===== src/design/rnrb_pkg.sv =====
package rnrb_pkg;

  localparam int SLOTS = 2048;
  localparam int IDX_W = $clog2(SLOTS);
  localparam int QDEPTH = 2;

  localparam logic [1:0] CMD_RECORD = 2'd0;
  localparam logic [1:0] CMD_NACK   = 2'd1;
  localparam logic [1:0] CMD_REPORT = 2'd2;

  localparam logic [1:0] REG_NACK_ENABLE = 2'd0;
  localparam logic [1:0] REG_RTX_ENABLE  = 2'd1;
  localparam logic [1:0] REG_DEFAULT_RTT = 2'd2;

  localparam logic KIND_RESEND = 1'b0;
  localparam logic KIND_RTT    = 1'b1;

  typedef struct packed {
    logic [1:0]  command;
    logic [15:0] seq;
    logic [15:0] packet_handle;
    logic [47:0] now_ms;
    logic [31:0] last_sr_stamp;
    logic [31:0] sr_delay;
    logic [31:0] now_compact_ntp;
  } in_item_t;

  typedef struct packed {
    logic        result_kind;
    logic [15:0] seq_out;
    logic [15:0] handle_out;
    logic        via_rtx;
    logic [15:0] rtx_seq_out;
    logic [7:0]  resend_tries;
    logic        retry_excess;
    logic [29:0] rtt_q4;
    logic [29:0] avg_rtt_q4;
  } out_item_t;

  typedef struct packed {
    logic        nack_enable;
    logic        rtx_enable;
    logic [29:0] default_rtt_q4;
  } cfg_t;

  // classified operation handed from front to back
  typedef struct packed {
    logic        is_record;
    logic        is_nack;
    logic        lsr_zero;
    logic [15:0] seq;
    logic [15:0] handle;
    logic [47:0] now_ms;
    logic [32:0] delta;
  } op_t;

endpackage


===== src/design/rnrb_front.sv =====
module rnrb_front import rnrb_pkg::*; (
  input  logic     clk,
  input  logic     rst,
  input  logic     in_valid,
  output logic     in_stall,
  input  in_item_t in_data,
  input  cfg_t     cfg,
  output logic     op_valid,
  input  logic     op_stall,
  output op_t      op
);

  op_t        q [QDEPTH];
  logic       wp, rp;
  logic [1:0] cnt;
  logic       accept, pop, keep;
  op_t        cls;
  logic [32:0] sum;

  assign in_stall = (cnt == 2'(QDEPTH));
  assign accept = in_valid && !in_stall;
  assign op_valid = (cnt != 2'd0);
  assign pop = op_valid && !op_stall;
  assign op = q[rp];

  always_comb begin
    sum = {1'b0, in_data.last_sr_stamp} + {1'b0, in_data.sr_delay};
    cls = '0;
    cls.is_record = (in_data.command == CMD_RECORD);
    cls.is_nack = (in_data.command == CMD_NACK);
    cls.lsr_zero = (in_data.last_sr_stamp == 32'd0);
    cls.seq = in_data.seq;
    cls.handle = in_data.packet_handle;
    cls.now_ms = in_data.now_ms;
    if (in_data.sr_delay != 32'd0 && {1'b0, in_data.now_compact_ntp} > sum) begin
      cls.delta = {1'b0, in_data.now_compact_ntp} - sum;
    end
    unique case (in_data.command)
      CMD_RECORD: keep = cfg.nack_enable;
      CMD_NACK:   keep = cfg.nack_enable;
      CMD_REPORT: keep = 1'b1;
      default:    keep = 1'b0;
    endcase
  end

  always_ff @(posedge clk) begin
    if (rst) begin
      wp <= 1'b0;
      rp <= 1'b0;
      cnt <= 2'd0;
    end else begin
      if (accept && keep) begin
        q[wp] <= cls;
        wp <= ~wp;
      end
      if (pop) rp <= ~rp;
      cnt <= cnt + 2'(accept && keep) - 2'(pop);
    end
  end

endmodule


===== config.mk =====
export PLATFORM = sky130hd
export DESIGN_NAME = rnrb_front
export DESIGN_NICKNAME = d
export VERILOG_FILES = /design/src/design/rnrb_pkg.sv /design/src/design/rnrb_front.sv
export SDC_FILE = /design/constraint.sdc
export NUM_CORES = 1
export LEC_CHECK = 0
export BUFFER_PORTS_ARGS = -buffer_cell sky130_fd_sc_hd__buf_2
export CAP_MARGIN = 20
export CORE_MARGIN = 3
export CORE_UTILIZATION = 44
export CTS_BUF_LIST = sky130_fd_sc_hd__clkbuf_4 sky130_fd_sc_hd__clkbuf_8
export DETAILED_ROUTE_END_ITERATION = 6
export PLACE_DENSITY_LB_ADDON = 0.3
export SLEW_MARGIN = 40
export SYNTH_ARGS = -nofsm -noshare
export SYNTH_HDL_FRONTEND = slang
export SYNTH_SLANG_ARGS = --single-unit

===== constraint.sdc =====
create_clock -name clk -period 12.4 [get_ports clk]
set_clock_uncertainty 0.05 [all_clocks]
set_input_delay 1.86 -clock clk [delete_from_list [all_inputs] [get_ports clk]]
set_output_delay 1.86 -clock clk [all_outputs]
set_load 0.05 [all_outputs]

# Yosys cells after proc, flatten, opt, wreduce, memory -nomap -nowiden
# Memory sizes are Yosys's and may differ from the RTL's. A register that Yosys moved wholly into a read port is not among the register bits.
# Index checks and enable logic that the tools add are counted.
# word_totals
inputBits	214
word_cells	32
regBits	4
ram_bits	232
mem_count	1
out_inout_bits	118
# op_classes
add_sub_neg	4
reduce_logical	11
magnitude_cmp	1
eq_ne	3
bitwise	2
mux	7
# mem_list
name	depth	word_bits	rd	rd_ports_with_merged_regs	write_ports	line	rtl
q	2	116	1	1	1	rnrb_front.sv:13	op_t q [QDEPTH];
# ops
operator	count
$add A32 B32 Y33	1
$gt A32 B33 Y1	1
$mux W33	1
$sub A32 B33 Y33	1
$logic_not A32 Y1	1
$reduce_bool A32 Y1	1
$mux W1	5
$eq A2 B2 Y1 const B	2
$logic_and A1 B1 Y1	4
$add A2 B1 Y2	1
$eq A2 B1 Y1 const B	1
$logic_not A1 Y1	2
$logic_not A2 Y1	1
$not A1 Y1	2
$pmux W1 S2	1
$reduce_bool A2 Y1	1
$reduce_or A2 Y1	1
$sub A2 B1 Y2	1

# Logic depth before layout (Yosys ltp)
# depth
depth_word	7
ltp_mapped	23

# Worst setup path before layout
# Ideal clock, no wire load.
# synth_path
path_kind	in2reg
start	input cfg[31] (netlist bit)
end	memory q[1][0] (netlist bit) (enable)
setup_slack_ns	0.977
arrival_time_ns	10.613
setup_ns	0.759
t_required_ns	11.591
path_stages	4
n_path_buf	0
cell_sequence	nor2_1 > a21oi_1 > nand3b_1 > nor3b_1
# synth_between
elab_chain_len	5
# synth_rtl
item	line	rtl
from (decl)	rnrb_front.sv:7	input cfg_t cfg,
$pmux W1 S2	rnrb_front.sv:38	unique case (in_data.command)
$logic_and A1 B1 Y1	rnrb_front.sv:52	if (accept && keep) begin
$mux W1	rnrb_front.sv:52	
$mux W1	rnrb_front.sv:47	if (rst) begin
$mux W1 (implied by the code)	rnrb_front.sv:53	q[wp] <= cls;
to (decl)	rnrb_front.sv:13	
# Every way passes these cells.

==> results by group <==
Outcome
  – Status: completed

Drt
  – Residual DRC: 0
  – DRT Pass-1 Iters: 5
  – DR vias: around 8500
  – Initial drt markers: 610
  – Vias/cell: 5.263
  – Drt total wl: roughly 28000 um
  – Post-DRT Antenna Nets: 0
  – Wirelength per Cell: 17.28 um

Pwr
  – Sequential power share: 35.7%
  – Leakage power: 5.846 nW
  – Sw frac: 39.05%
  – Pwr Density: around 180 nW/um2
  – Clk pwr share: 22.5%
  – Combinational power share: a little over two fifths
  – P_int: 1.667 mW
  – Worst VDD drop: 0.07673 mV
  – Psw: 1.068 mW

Timing
  – Fin. Hold Viols: 0
  – RSZ-0062 raised after global routing: false
  – Slew headroom: 52.82%
  – Setup tns final: 0 ns
  – PnR worst setup slack: 5.859 ns
  – Final Setup Violations: 0
  – Minimum clock period: 6.541 ns
  – Final Max Slew Viols: 0
  – Worst Max-Slew Pin Slew: 0.7076 ns
  – Final period util: 52.75%
  – Max frequency: 152.9 MHz

Floorplanning
  – Die width: 172.4 um
  – Die extent in y: 172.4 um
  – I/O pins: 332
  – Site row count: 60
  – Total die area: 29710 um2
  – Core area: 27100 um2
  – Initial Util: 44.94%

Placement
  – Place WS: 5.434 ns
  – Port-buffer cells: 300
  – Gpl congestion: 0.8677
  – Dpl cells: about 1600
  – HPWL after detailed placement: 20720 um

Final layout
  – Fin nets: 1504
  – Most common cell after layout, fill and taps aside: buf_2
  – Layout cell share with drive strength beyond 1: about two fifths
  – Layout Cells excl Fill: roughly 1600
  – Synthesis-to-finish area growth: 21.76%
  – Most frequent cells in the layout: buf_2, edfxtp_1, mux2_2

Yosys
  – Synth area leader: edfxtp_1
  – Top-area cell type share of the netlist area: 57.20%
  – Post-Syn Area: 12180 um2
  – Seq cells post-synth: 237
  – Register area share after synthesis: 58.02%
  – Post-Syn Nets: 1188
  – Syn Area/Cell: 13.44 um2
  – Asr flop ratio synth: 0%
  – Warnings from Yosys: 0
  – Leading post-synthesis cells by cell area: edfxtp_1, mux2_2, ha_1
  – Post-Synthesis Cells: 906
  – Number of synthesized flops with an enable pin: 232
  – Synth cell types: 66
  – Dominant synthesized flop cell: edfxtp_1

GRT
  – First-pass GRT wire length: 41700 um
  – GRT Total Usage: ~18%
  – Remaining global-route overflow: 0
  – Largest net degree at the start of global routing: between 80 and 90
  – Vias in the first global route: 8247
  – Initial antenna violation count: 2

Setup path
  – Crit-path max FO: 33
  – CP Launch Type: input pin
  – CP Data Required Time: 12.61 ns
  – CP arrival: slightly below 7 ns
  – Crit. End Element: register
  – Setup CP Type: in -> reg

Hold path
  – Hold Path Class: reg -> reg

CTS
  – Skew-Pair Late Insertion Delay: 0.50 ns
  – CTS resizes: 0
  – Clk buf depth: 3
  – Root buffer cell: clkbuf_8
  – Clock Sink Count: 237
  – TritonCTS buffer count: 36
  – Worst-path clk slew: roughly 0.06 ns
  – H-tree levels: 2
  – Setup bufs post-CTS: 0
  – CTS tree: done
  – Hold-fix buffers, CTS: 0

Run
  – Max-Cap Viols: 0
[cells by family (layout without fill, tap and decap cells)]
logic type | after synthesis | in the layout | synth area share, %
other | 0 | 2 | 0
and+or+nand+nor | 193 | 193 | 7.941
adders and majority gates | 68 | 68 | 7.108
AOI/OAI and AO/OA | 185 | 185 | 10.41
buffers and inverters | 49 | 390 | 1.592
DFF | 237 | 237 | 58.02
muxes | 118 | 118 | 10.91
xor gates and xnor gates | 56 | 56 | 4.027
[layer usage]
| metal | GRT usage, % | up-vias | part of all wire (%) |
|---|---|---|---|
| met5 | 0 | - | 0.046 |
| met4 | 5.762 | 2 | 2.4 |
| met3 | 3.955 | 52 | 8.1 |
| met2 | 29.73 | 312 | 47 |
| met1 | 22.36 | 4012 | 42 |
| li1 | - | 4153 | - |
[cells in the mapped netlist (all sizes together), types with 4 or more instances]
master / n
nor2: 62
a21oi: 59
a31oi: 4
nor3: 14
nand2b: 9
nor4: 16
inv: 19
nand4: 11
a211oi: 8
a21o: 23
and3: 7
clkbuf: 27
edfxtp: 232
o21ai: 30
o21a: 8
nor2b: 11
ha: 66
xnor2: 25
xor2: 31
o21bai: 9
mux2: 118
a221oi: 4
nand2: 36
o211ai: 8
dfxtp: 5
nand3: 11
[through the flow]
stage / hold slack, ns / power (mW) / instance area (um2) / util (%)
3_3_place_gp: 0.4518 / 2.125 / 14090 / 51.99
2_1_floorplan: 0.4313 / 1.882 / 12180 / -
4_1_cts: 0.4848 / 2.756 / 14800 / 54.60
5_1_grt: 0.4954 / 2.875 / 14830 / 54.71
6_report: 0.4743 / 2.734 / 14830 / 54.72
3_5_place_dp: 0.4671 / 2.132 / 14100 / 52.02
[final timing paths]
check                                 start        to  slack, ns  cells after the start
worst max-delay path            in_data[37]  q[1][32]       5.86                     19
worst min-delay path                     rp  register       0.47                      2
worst max register to register       cnt[1]  q[1][14]      10.32                      4
worst min register to register           rp  register       0.47                      2
[sequential cells by signal, summed over array words and instances (netlist names), named ones only]
signal and flops:
q 232, cnt 2, wp 1, rp 1
[power by group through the flow]
stage	clock network (mW)	logic (mW)	registers, mW
floorplan	0	0.901	0.981
global placement	0	1.13	0.990
detailed placement	0	1.14	0.993
CTS	0.638	1.14	0.975
global route	0.670	1.22	0.981
finish	0.616	1.14	0.975
[layout make-up]
class / instances / area [um2]
Fill cell: 2319 / 12270
Tap cell: 372 / 465.4
Clock inverter: 11 / 83.83
Sequential cell: 237 / 7071
Timing Repair Buffer: 308 / 1589
Multi-Input combinational cell: 620 / 4930
Clock buffer: 52 / 615.6
Antenna cell: 2 / 5.005
Inverter: 19 / 71.32
[worst max-delay path: stages]
cell and delay, ns:
buf_2 0.11, ha_1 0.36, a2111o_1 0.45, o21ba_2 0.24, nor3_1 0.23, o31ai_1 0.16, a221oi_1 0.53, o21bai_1 0.12
a21o_1 0.20, xnor2_1 0.12, ha_1 0.45, nand2_1 0.12, nor3_1 0.32, a21oi_1 0.20, nor2_1 0.23, a221oi_1 0.12
a311o_1 0.28, buf_4 0.25, a211oi_1 0.39
No activity file was read; power rests on OpenSTA's default activity.
